### config.mk
export PLATFORM = sky130hd
export DESIGN_NAME = bfcc_cfg
export DESIGN_NICKNAME = d
export VERILOG_FILES = /design/src/hw/rtl/bfcc_pkg.sv /design/src/hw/rtl/bfcc_cfg.sv
export SDC_FILE = /design/constraint.sdc
export NUM_CORES = 1
export LEC_CHECK = 0
export BUFFER_PORTS_ARGS = -buffer_cell sky130_fd_sc_hd__buf_4
export CAP_MARGIN = 0
export CORE_AREA = 2 2 176 178
export DETAILED_ROUTE_END_ITERATION = 8
export DIE_AREA = 0 0 178 180
export GPL_ROUTABILITY_DRIVEN = 0
export HOLD_SLACK_MARGIN = 0.1
export PLACE_DENSITY = 0.7
export SYNTH_ARGS = -nofsm -noshare
export SYNTH_HDL_FRONTEND = slang
export SYNTH_SLANG_ARGS = --single-unit
### constraint.sdc
create_clock -name i_clk -period 1.2 [get_ports i_clk]
set_clock_uncertainty 0.1 [all_clocks]
set_input_delay 0.06 -clock i_clk [delete_from_list [all_inputs] [get_ports i_clk]]
set_output_delay 0.06 -clock i_clk [all_outputs]
set_load 0.005 [all_outputs]
### src/hw/rtl/bfcc_pkg.sv
// Package for the box frustum corner cull block.
// Holds the field widths, plane layout and the types shared by every module.
`timescale 1ns / 1ps

package bfcc_pkg;

    localparam int FIELD_W     = 16;
    localparam int COORD_W     = 16;
    localparam int COEF_W      = 16;
    localparam int PROD_W      = COORD_W + COEF_W;
    localparam int SUM_W       = PROD_W + 2;
    localparam int D_SHIFT     = 14;
    localparam int NUM_PLANES  = 6;
    localparam int NUM_CORNERS = 8;
    localparam int CORNER_W    = 3;
    localparam int COUNT_W     = 4;
    localparam int CFG_IDX_W   = 3;
    localparam int PLANE_W     = 64;
    localparam int IN_TDATA_W  = 104;
    localparam int OUT_TDATA_W = 8;

    localparam int A_POS = 0;
    localparam int B_POS = 16;
    localparam int C_POS = 32;
    localparam int D_POS = 48;

    typedef logic signed [COORD_W-1:0] t_coord;
    typedef logic signed [COEF_W-1:0]  t_coef;
    typedef logic signed [PROD_W-1:0]  t_prod_val;
    typedef logic [NUM_PLANES-1:0][PLANE_W-1:0] t_planes;

    typedef struct packed {
        t_coord              lo_x;
        t_coord              lo_y;
        t_coord              lo_z;
        t_coord              hi_x;
        t_coord              hi_y;
        t_coord              hi_z;
        logic [CORNER_W-1:0] hint;
    } t_box;

    typedef struct packed {
        t_prod_val ax_lo;
        t_prod_val ax_hi;
        t_prod_val by_lo;
        t_prod_val by_hi;
        t_prod_val cz_lo;
        t_prod_val cz_hi;
    } t_prod;

    typedef t_prod [NUM_PLANES-1:0] t_prods;

    typedef struct packed {
        logic [COUNT_W-1:0]  tested;
        logic [CORNER_W-1:0] found;
        logic                visible;
    } t_result;

endpackage

### src/hw/rtl/bfcc_cfg.sv
// Plane coefficient registers of the box frustum corner cull block.
// Written through the configuration channel; uses bfcc_pkg.
`timescale 1ns / 1ps

module bfcc_cfg (
    input  logic                          i_clk,
    input  logic                          i_rst_n,
    input  logic                          i_cfg_valid,
    input  logic [bfcc_pkg::CFG_IDX_W-1:0] i_cfg_index,
    input  logic [bfcc_pkg::PLANE_W-1:0]  i_cfg_data,
    output bfcc_pkg::t_planes             o_planes
);
    import bfcc_pkg::*;

    t_planes r_plane;

    always_ff @(posedge i_clk) begin
        if (!i_rst_n) begin
            r_plane <= '0;
        end else if (i_cfg_valid && (i_cfg_index < CFG_IDX_W'(NUM_PLANES))) begin
            r_plane[i_cfg_index] <= i_cfg_data;
        end
    end

    assign o_planes = r_plane;

endmodule

# [Word level (Yosys, flattened, before mapping)]
# Index checks and enable logic that the tools add are counted.
[word_totals] register_bits=384 inputBits=70 output_inout_bits=384 elab_cells=14
[classes] n_lt_le_gt_ge=3 n_mux=3 reduce_logical=2
[op_table] operator="$bwmux W384" n=1
[op_table] operator="$demux W64 S3" n=1
[op_table] operator="$mux W64" n=1
[op_table] operator="$lt A3 B4 Y1 const B" n=1
[op_table] operator="$ge A3 B1 Y1 const B" n=1
[op_table] operator="$lt A3 B3 Y1 const B" n=1
[op_table] operator="$logic_and A1 B1 Y1" n=2

# [Depth between registers and ports, before layout]
[logic_depth] depth_word=5 mapped_depth=5 ltp_nobuf=2

# [Worst setup path before layout]
# OpenSTA, ideal clock, no wires.
[synth_path] path_type="in2reg" from="in i_cfg_index[2] in the netlist's numbering" to="reg r_plane, in the netlist o_planes[0]" setup_ns=0.072 t_arrival_ns=0.852 t_required_ns=1.028 path_slack_ns=0.177 stages=4 path_buffers=2 cell_sequence="nor4b_4 -> buf_12 -> buf_12 -> mux2i_1"
[synth_via] elab_chain_cells=5 elab_cells_between_ends=8 cone_classes="order compare (3); mux (3); reduce/logical (2)"
[synth_lines] element="from (decl)" line="bfcc_cfg.sv:9" text="input logic [bfcc_pkg::CFG_IDX_W-1:0] i_cfg_index,"
[synth_lines] element="$lt A3 B4 Y1 (implied by the code) or $ge A3 B1 Y1 (tied branches)" line="bfcc_cfg.sv:21" text="r_plane[i_cfg_index] <= i_cfg_data;"
[synth_lines] element="$logic_and A1 B1 Y1 (implied by the code)" line="bfcc_cfg.sv:21"
[synth_lines] element="$mux W64 (implied by the code)" line="bfcc_cfg.sv:21"
[synth_lines] element="$demux W64 S3" line="bfcc_cfg.sv:21"
[synth_lines] element="$bwmux W384" line="bfcc_cfg.sv:21"
[synth_lines] element="to (signal, indexed assignment)" line="bfcc_cfg.sv:21"
[synth_lines] element="to (decl)" line="bfcc_cfg.sv:15" text="t_planes r_plane;"
# Several ways; a longest one is shown, not always the timed one.
# A chain may end at the register's enable or synchronous reset.

# [Worst setup path in the final report]
[layout_path] from="reg r_plane, in the netlist o_planes[12]" to="out o_planes[12] in the netlist's numbering"
[layout_rtl] element="to (decl)" line="bfcc_cfg.sv:11" text="output bfcc_pkg::t_planes o_planes"
# No word-level cell between the ends.

==> results.json <==
{
  "die_h_um": 180,
  "worstPathArrival_ns": 1.02,
  "drive_gt1_share_pct": 31.6,
  "slowest_delay_ns": 0.38,
  "powerDensity_nw_per_um2": 1370,
  "cap_violations": 0,
  "holdPathStages": 3,
  "crit_fanout": 2,
  "drc": 0,
  "synth_seq_cells": 384,
  "netlist_instances": 1314,
  "relSlewSlack_pct": 63.1,
  "vias_per_cell": 4.97,
  "r2r_slack_ns": 0.44,
  "period_minus_slack_ns": 1.18,
  "portBuffers": 453,
  "core_area_sq_um": 30200,
  "syn_nets": 1384,
  "worst_r2r_endpoint": "o_planes[2]$_SDFFE_PN0P_",
  "grt_use_met1_pct": 30.3,
  "first_pass_iters": 5,
  "reg2reg_depth": 2,
  "synth-seq-area-share_pct": 54.9,
  "synth_area_sq_um": 14000,
  "areaGrowthSynthToFinish_pct": 43.0,
  "wl_per_cell_um": 18.6,
  "num_rows": 64,
  "largest_reg_flops": 384,
  "grt_overflow_total": 0,
  "crit_start": "o_planes[12]$_SDFFE_PN0P_",
  "grt_util_met3_pct": 6.45,
  "dr_total_vias": 11300,
  "vdd_ir_drop_max_uv": 856,
  "dp_hpwl_um": 29300,
  "avgSynthCellArea_sq_um": 10.7,
  "leakagePower_nw": 10.5,
  "critPathRequiredTime_ns": 1.04,
  "clk_latency_ns": 0.51,
  "antennaDiodeCount": 0,
  "antenna_found_initial": 0,
  "track_usage_pct": 25.5,
  "ys_warn_count": 0,
  "critical_path.top_delay_family": "flip-flops",
  "timing.critical_path.buf_inv": 1,
  "layout_commonest_cell": "buf_4",
  "grt_pass1_wl_um": 64100,
  "grt_pass1_vias": 11200,
  "tightestPinTransition_ns": 0.553,
  "grt-busiest-layer": "met2",
  "fin_hold_ws_ns": -0.166,
  "numClockSinks": 384,
  "rsz0062_at_grt": "false",
  "ios": 454,
  "use_met2_pct": 43.0,
  "ant_nets": 0,
  "setup_viol": 0,
  "grt_max_degree": 65,
  "final_nets": 1930,
  "crit_chain": "buf_4",
  "cts-root-buf": "clkbuf_16",
  "dieArea_sq_um": 32000,
  "fin_util_pct": 66.4,
  "holdPathEnd": "o_planes[323]$_SDFFE_PN0P_",
  "clk_path_buf_depth": 3,
  "crit_slowest_cell": "dfxtp_1",
  "outcome": "finished, violations left",
  "violations": "hold timing",
  "htree_num_levels": 2,
  "p_total_mw": 27.4,
  "critPathLaunchType": "flop",
  "synthDistinctLibCells": 12,
  "cts_buffers": 40,
  "drt_iter0_drc": 430,
  "drt_wl_total_um": 42500,
  "fin_tns_setup_ns": 0,
  "critPathCaptureType": "output port",
  "hp-start": "i_rst_n",
  "layout_common_cells": "buf_4 (503), nand2_1 (448), mux2i_1 (384)",
  "finalMaxSlewViolations": 0,
  "cts_tree": "done",
  "hold_class": "input port to flop",
  "die_w_um": 178,
  "worstReg2RegStart": "o_planes[2]$_SDFFE_PN0P_",
  "path_class": "flop to output port",
  "hold_violations": 10,
  "max_freq_mhz": 849,
  "fin_crit_sh_pct": 98.2,
  "initial_utilization_pct": 46.4,
  "path_clk_slew_ns": 0.06
}
==> area by class of cell <==
| cell class | count | area [sq um] |
|---|---|---|
| repair buffers | 596 | 4920 |
| clock buffers | 64 | 1190 |
| well taps | 396 | 495 |
| multi-input cells | 838 | 5650 |
| flip-flops and latches | 384 | 7700 |
| clock inverters | 4 | 70.1 |
| fillers | 2376 | 10200 |
==> worst reg2reg max path: cells and delay by family, from the launching register on <==
| family | cells | cell delay, ns |
|---|---|---|
| flip-flops | 1 | 0.38 |
| multiplexers | 1 | 0.14 |
| AND/OR/NAND/NOR | 1 | 0.06 |
==> cells in the mapped netlist <==
library cell  count  share of area (%)
nand2_1         448                 12
nand4bb_1         3               0.24
buf_2            15               0.54
mux2i_1         384                 27
clkbuf_1         33               0.88
buf_6            30                2.4
buf_12            7                1.0
buf_4             6               0.32
nand4b_1          2               0.13
dfxtp_1         384                 55
buf_1             1              0.027
nor4b_4           1               0.17
==> worst max-delay path by stage <==
stage                                          end  slack, ns  cells after the start
final                                 o_planes[12]       0.02                      1
after global routing                  o_planes[87]     0.0006                      1
after CTS                 o_planes[0]$_SDFFE_PN0P_     0.0009                      5
after detailed placement  o_planes[1]$_SDFFE_PN0P_      -0.18                      5
after global placement    o_planes[6]$_SDFFE_PN0P_      -0.13                      5
after floorplan           o_planes[0]$_SDFFE_PN0P_       0.18                      4
==> metal layers <==
metal / vias to the layer above / part of all wire [%]
met5: - / 0
met3: 104 / 7.2
met1: 5417 / 41
li1: 5428 / -
met2: 395 / 47
met4: 0 / 4.9
==> report_power, final <==
part	internal [mW]	leakage, nW	total [mW]	switching (mW)
logic	1.10	6.80	2.19	1.09
registers	13.0	3.11	13.2	0.164
clock network	7.19	0.617	12.0	4.78
==> kinds of logic (layout without fill, tap and decap cells) <==
logic type | count (synthesis) | in the layout | share of synthesized area [%]
simple gates | 454 | 454 | 12.5
flops | 384 | 384 | 54.9
buf+inv | 92 | 664 | 5.18
mux | 384 | 384 | 27.4
==> per-stage QoR <==
step	area [sq um]	worst slack, ns	hold WS [ns]	cells
after global routing	20000	0.000648	-0.171	2282
after global placement	18100	-0.133	0.343	2144
after detailed placement	18100	-0.178	0.349	2144
after CTS	20000	0.000882	-0.178	2281
after floorplan	14000	0.177	0.203	1314
final	20000	0.0221	-0.166	2282
==> what timing repair did <==
action | CTS | global route
hold buffers | 69 | 2
setup buffers | 0 | 0
endpoints found under the hold margin | 384 | 178
pin swaps | 0 | 0
endpoints found under the setup margin | 4 | 16
resized for setup | 4 | 10
gates cloned | 0 | 0
Power figures use the tool's default switching activity.
