$ cat config.mk
export PLATFORM = sky130hd
export DESIGN_NAME = bfcc_eval
export DESIGN_NICKNAME = d
export VERILOG_FILES = /design/src/hw/rtl/bfcc_pkg.sv /design/src/hw/rtl/bfcc_eval.sv
export SDC_FILE = /design/constraint.sdc
export NUM_CORES = 2
export LEC_CHECK = 0
export BUFFER_PORTS_ARGS = -buffer_cell sky130_fd_sc_hd__buf_2
export CORE_AREA = 2 2 600 602
export DETAILED_ROUTE_END_ITERATION = 8
export DIE_AREA = 0 0 602 604
export GPL_ROUTABILITY_DRIVEN = 0
export PLACE_DENSITY_LB_ADDON = 0.1
export SLEW_MARGIN = 0
export SYNTH_ARGS = -nofsm -noshare
export SYNTH_HDL_FRONTEND = slang
export SYNTH_SLANG_ARGS = --single-unit
$ cat constraint.sdc
create_clock -name vclk -period 15.9
set_input_delay 3.18 -clock vclk [all_inputs]
set_output_delay 3.18 -clock vclk [all_outputs]
set_load 0.1 [all_outputs]
$ cat src/hw/rtl/bfcc_pkg.sv
// Package for the box frustum corner cull block.
// Holds the field widths, plane layout and the types shared by every module.
`timescale 1ns / 1ps

package bfcc_pkg;

    localparam int FIELD_W     = 16;
    localparam int COORD_W     = 16;
    localparam int COEF_W      = 16;
    localparam int PROD_W      = COORD_W + COEF_W;
    localparam int SUM_W       = PROD_W + 2;
    localparam int D_SHIFT     = 14;
    localparam int NUM_PLANES  = 6;
    localparam int NUM_CORNERS = 8;
    localparam int CORNER_W    = 3;
    localparam int COUNT_W     = 4;
    localparam int CFG_IDX_W   = 3;
    localparam int PLANE_W     = 64;
    localparam int IN_TDATA_W  = 104;
    localparam int OUT_TDATA_W = 8;

    localparam int A_POS = 0;
    localparam int B_POS = 16;
    localparam int C_POS = 32;
    localparam int D_POS = 48;

    typedef logic signed [COORD_W-1:0] t_coord;
    typedef logic signed [COEF_W-1:0]  t_coef;
    typedef logic signed [PROD_W-1:0]  t_prod_val;
    typedef logic [NUM_PLANES-1:0][PLANE_W-1:0] t_planes;

    typedef struct packed {
        t_coord              lo_x;
        t_coord              lo_y;
        t_coord              lo_z;
        t_coord              hi_x;
        t_coord              hi_y;
        t_coord              hi_z;
        logic [CORNER_W-1:0] hint;
    } t_box;

    typedef struct packed {
        t_prod_val ax_lo;
        t_prod_val ax_hi;
        t_prod_val by_lo;
        t_prod_val by_hi;
        t_prod_val cz_lo;
        t_prod_val cz_hi;
    } t_prod;

    typedef t_prod [NUM_PLANES-1:0] t_prods;

    typedef struct packed {
        logic [COUNT_W-1:0]  tested;
        logic [CORNER_W-1:0] found;
        logic                visible;
    } t_result;

endpackage

$ cat src/hw/rtl/bfcc_eval.sv
// Plane sums for all eight corners and the hint-first corner selection.
// Combinational; fed by the product register; uses bfcc_pkg.
`timescale 1ns / 1ps

module bfcc_eval (
    input  bfcc_pkg::t_prods              i_prods,
    input  bfcc_pkg::t_planes             i_planes,
    input  logic [bfcc_pkg::CORNER_W-1:0] i_hint,
    output bfcc_pkg::t_result             o_result
);
    import bfcc_pkg::*;

    logic [NUM_CORNERS-1:0] corner_in;

    always_comb begin
        logic [NUM_PLANES-1:0] nonneg;
        logic signed [SUM_W-1:0] sum;
        logic signed [SUM_W-1:0] d_term;
        logic [COEF_W-1:0] d;
        t_prod_val px;
        t_prod_val py;
        t_prod_val pz;
        for (int k = 0; k < NUM_CORNERS; k++) begin
            for (int p = 0; p < NUM_PLANES; p++) begin
                d      = i_planes[p][D_POS +: COEF_W];
                d_term = {{(SUM_W - COEF_W - D_SHIFT){d[COEF_W-1]}}, d, {D_SHIFT{1'b0}}};
                px     = k[0] ? i_prods[p].ax_hi : i_prods[p].ax_lo;
                py     = k[1] ? i_prods[p].by_hi : i_prods[p].by_lo;
                pz     = k[2] ? i_prods[p].cz_hi : i_prods[p].cz_lo;
                sum    = SUM_W'(px) + SUM_W'(py) + SUM_W'(pz) + d_term;
                nonneg[p] = !sum[SUM_W-1];
            end
            corner_in[k] = &nonneg;
        end
    end

    always_comb begin
        logic hit;
        hit              = 1'b0;
        o_result.visible = 1'b0;
        o_result.found   = i_hint;
        o_result.tested  = COUNT_W'(NUM_CORNERS);
        if (corner_in[i_hint]) begin
            o_result.visible = 1'b1;
            o_result.tested  = COUNT_W'(1);
        end else begin
            for (int i = 0; i < NUM_CORNERS; i++) begin
                if (!hit && (CORNER_W'(i) != i_hint) && corner_in[i]) begin
                    hit              = 1'b1;
                    o_result.visible = 1'b1;
                    o_result.found   = CORNER_W'(i);
                    o_result.tested  = (CORNER_W'(i) < i_hint) ? COUNT_W'(i + 2)
                                                                : COUNT_W'(i + 1);
                end
            end
        end
    end

endmodule

* Word-level counts from Yosys, hierarchy flattened
Cells that the tools add are included.
** Storage, ports and cells
- Bits in registers :: 0
- Output and inout port bits :: 8
- Logic and storage cells :: 250
** Cells by class
- Add/subtract/negate cells :: 120
- Order comparisons :: 9
- Equality and inequality tests :: 7
- Mux-type cells :: 35
- Reduce and logical (&&, ||, !) cells :: 79
** Operators with widths (count)
- 33-bit by 32-bit adder with 34-bit output :: 48
- 34-bit by 30-bit adder with 34-bit output :: 48
- 32-bit by 32-bit adder with 33-bit output :: 24
- 8-bit two-way mux :: 8
- 1-bit logical NOT :: 55
- 6-bit AND reduction :: 8
- 1-bit two-way mux :: 20
- 1-bit logical AND :: 15
- 3-bit less-than comparator (first input constant) :: 4
- 3-bit inequality test (first input constant) :: 4
- 4-bit two-way mux :: 2
- 1-bit by 3-bit less-than comparator with 1-bit output (first input constant) :: 2
- 2-bit by 3-bit less-than comparator with 1-bit output (first input constant) :: 2
- 3-bit two-way mux :: 2
- 2-bit by 3-bit inequality test with 1-bit output (first input constant) :: 2
- 3-bit by 4-bit less-than comparator with 1-bit output (second input constant) :: 1
- 2-bit two-way mux :: 2
- 1-bit binary-select mux with 3-bit select :: 1
- 1-bit by 3-bit inequality test with 1-bit output (first input constant) :: 1
- 3-bit nonzero test :: 1

* Longest topological paths before layout
- Depth in word-level cells :: 43
- Gate-level depth with buffers :: 32
- Mapped depth without buffers :: 32

* Worst setup path after synthesis
Ideal clock, no wire load.
- Kind :: input port to output port
- From :: input port i_prods[672] in the netlist's numbering
- To :: output port o_result[4] in the netlist's numbering
- Data arrival time :: 11.177 ns
- Required time :: 12.720 ns
- Slack :: 1.543 ns
- Cell stages on the path :: 32
- Path buffers :: 1
- Path through :: ha_1 > inv_1 > fa_1 > nor2b_1 > o31a_1 > o31a_1 > a2111oi_4 > o31ai_1 > a21o_1 > a21oi_2 > o21ai_1 > o22ai_2 > o21ai_1 > o41a_1 > a2111o_1 > o311a_1 > fa_1 > ha_1 > and4_1 > nand4_1 > or4b_1 > o31ai_1 > nor2_1 > o21ai_1 > nand4_1 > or3_1 > buf_4 > o2111ai_2 > a21oi_2 > a21oi_1 > o31ai_1 > a31oi_1
** RTL lines
- from (decl) :: RTL line bfcc_eval.sv:6 : input bfcc_pkg::t_prods i_prods,
- to (decl) :: RTL line bfcc_eval.sv:9 : output bfcc_pkg::t_result o_result

==> impl_metrics.yaml <==
timing:
  setup_viol: 0
  setup_tns_ns: 0
  max_slew_margin_pct: 21.1
  final.period_utilization_pct: 96.6
  hold_viol_final: 0
  max_freq_ghz: 0.0651
  finalWorstSetupSlack_ns: 0.546
  slew_viol_final: 0
  period_minus_slack_ns: 15.35
  worst_pin_slew_ns: 1.15
synth:
  synth_largest_area_cell: "ha_1"
  synthTopCellsByArea: "ha_1 36%, fa_1 19%, inv_1 7.5%, a21oi_1 4.4%, a21o_1 3.8%"
  synth_compound_area_share_pct: 19.5
  yosysSeqAreaShare_pct: 0
  netlist_area_um2: 99900
  netlist-cell-type-count: 92
  synth_fa_ha_area_share_pct: 54.8
  synth_xor_area_share_pct: 6.34
  synth_simple_gate_area_share_pct: 11.5
  synth_top_area_share_pct: 36.1
  synth_top_family_by_area: "adder cells"
  yosysWarnings: 0
  synthMuxAreaShare_pct: 0.283
  avgSynthCellArea_um2: 8.44
  syn-num-nets: 17200
  netlist_instances: 11800
global_route:
  grt_pass1_wl_mm: 644
  grt_overflow: 0
  grt_pass1_vias: 91000
  antenna_found_initial: 363
  track_usage_pct: 24.5
  grt_start_max_net_pins: 21
finish:
  area_growth_pct: 13.9
  clock_buffers: 0
  nNetsFinal: 18600
  utilization_pct: 31.8
  nFillCells: 39100
  final_cells: 18200
  seq_area_um2: 0
  seq_cells: 0
  drive_gt1_share_pct: 11.4
place:
  hpwl_mm: 433
  dp_cells: 18000
  pre_cts_ws_ns: 0.156
  portBuffers: 1259
detailed_routing:
  ant_nets: 0
  drc: 0
  wl_met1_mm: 205
  drt_iter0_drc: 5081
  wl_per_cell_um: 25.1
  num_vias: 90400
  via_per_inst: 4.97
  drt_first_pass_iters: 5
  highest_layer: "met5"
  wl_met3_mm: 23.1
  route.met2.wl_mm: 213
  finalWirelength_mm: 456
critical_path:
  cpPeakStageDelay_ns: 0.57
  crit_top_cell: "buf_4"
  startpoint_type: "input pin"
  worstPathArrival_ns: 12.17
  endpoint_kind: "output port"
  criticalPathCategory: "input pin to output port"
  crit_fanout: 8
  worst_ep_required_time_ns: 12.72
  cp_slowest_cell: "fa_2"
power:
  max-vdd-ir-drop_v: 0.0000786
  leakage_nw: 61.0
  powerDensity_nw_per_um2: 72.8
floorplanning:
  rows: 220
  initial_core_util_pct: 27.9
  core_um2: 358000
  ios: 1547
  die_y_um: 604
  die-area_um2: 364000
  die_w_um: 602
job:
  max_cap_violations: 0
cts:
  cts_hold_buf: 0
status:
  status: "completed"
min_path:
  min_path_type: "input pin to output port"
==> worst max-delay path: cells and delay by family <==
family,cells,cell delay [ns]
AND/OR/NAND/NOR,6,1.38
buffers and inverters,9,1.60
adder cells (fa/ha/maj),4,1.53
AO/OA/AOI/OAI,20,4.48
==> power by group <==
| part | switching (mW) | total (mW) | internal (mW) |
|---|---|---|---|
| logic | 4.98 | 8.29 | 3.31 |
| registers | 0 | 0 | 0 |
| clock network | 0 | 0.00000105 | 0.00000105 |
| total | 4.98 | 8.29 | 3.31 |
==> synthesized netlist by cell type (37+ instances only) <==
cell	instances
a21oi_1	885
fa_1	936
or2_2	37
and4_1	46
o31ai_1	37
nand2_1	460
nor3_1	173
nor2b_1	105
a211o_1	41
o21ai_0	509
o211ai_1	84
nor2_1	559
a2111oi_0	49
and2_1	38
ha_1	2880
a211oi_1	113
and3_1	79
xor2_1	293
o21a_1	162
a21o_1	505
nand3_1	233
a31oi_1	79
inv_1	2009
or3_1	89
nand4_1	232
xnor2_1	430
nand2b_1	128
o21bai_1	98
==> metal layers <==
layer,vias up,track usage [%]
met5,-,0
li1,45100,-
met4,154,7.09
met1,42300,31.8
met2,2137,41.4
met3,639,4.03
==> final timing paths <==
path                      from           to  slack, ns  cells after the start
hold / removal       i_hint[1]  o_result[2]       7.05                      3
setup / recovery  i_prods[640]  o_result[4]       0.55                     39
==> cells in the final DEF, fill, tap and decap left out, types with 105 or more instances in the layout <==
master,netlist,final
buf_2,0,1251
a21oi_1,885,883
nand2b_1,128,128
nand4_1,232,232
fa_1,936,935
o21ai_0,509,506
ha_1,2880,2880
xnor2_1,430,430
diode_2,0,184
a21o_1,505,505
buf_4,1,124
nand3_1,233,233
nor3_1,173,173
nor2_1,559,559
o21a_1,162,162
inv_1,2009,2009
xor2_1,293,293
nor2b_1,105,105
a211oi_1,113,110
nand2_1,460,460
==> repair_timing <==
item,CTS,global route
resized for setup,0,23
setup buffers,0,2
setup endpoints to repair,0,8
==> stage by stage <==
step           power [mW]  hold slack, ns  instance area, um2
6_report             8.29            7.05              114000
5_1_grt              9.46            7.05              114000
4_1_cts              8.40            7.05              113000
3_5_place_dp         8.32            7.05              113000
3_3_place_gp         8.35            7.06              113000
2_1_floorplan        5.33            7.03               99900
==> final cells by class <==
cell class,count,area [um2],area share (%)
Timing Repair Buffer,1383,7350,6.46
Tap cell,4773,5970,5.25
Antenna cell,184,460,0.405
Multi-Input combinational cell,9819,92500,81.3
Inverter,2010,7540,6.63
==> logic make-up (layout without fill, tap and decap cells) <==
group	Yosys count	count (layout)
adder cells (fa/ha/maj)	3816	3816
AO/OA/AOI/OAI	2972	2972
AND/OR/NAND/NOR	2281	2281
buffers and inverters	2024	3393
XOR/XNOR	723	723
multiplexers	27	27
other	0	184
(Power assumes the default switching activity.)
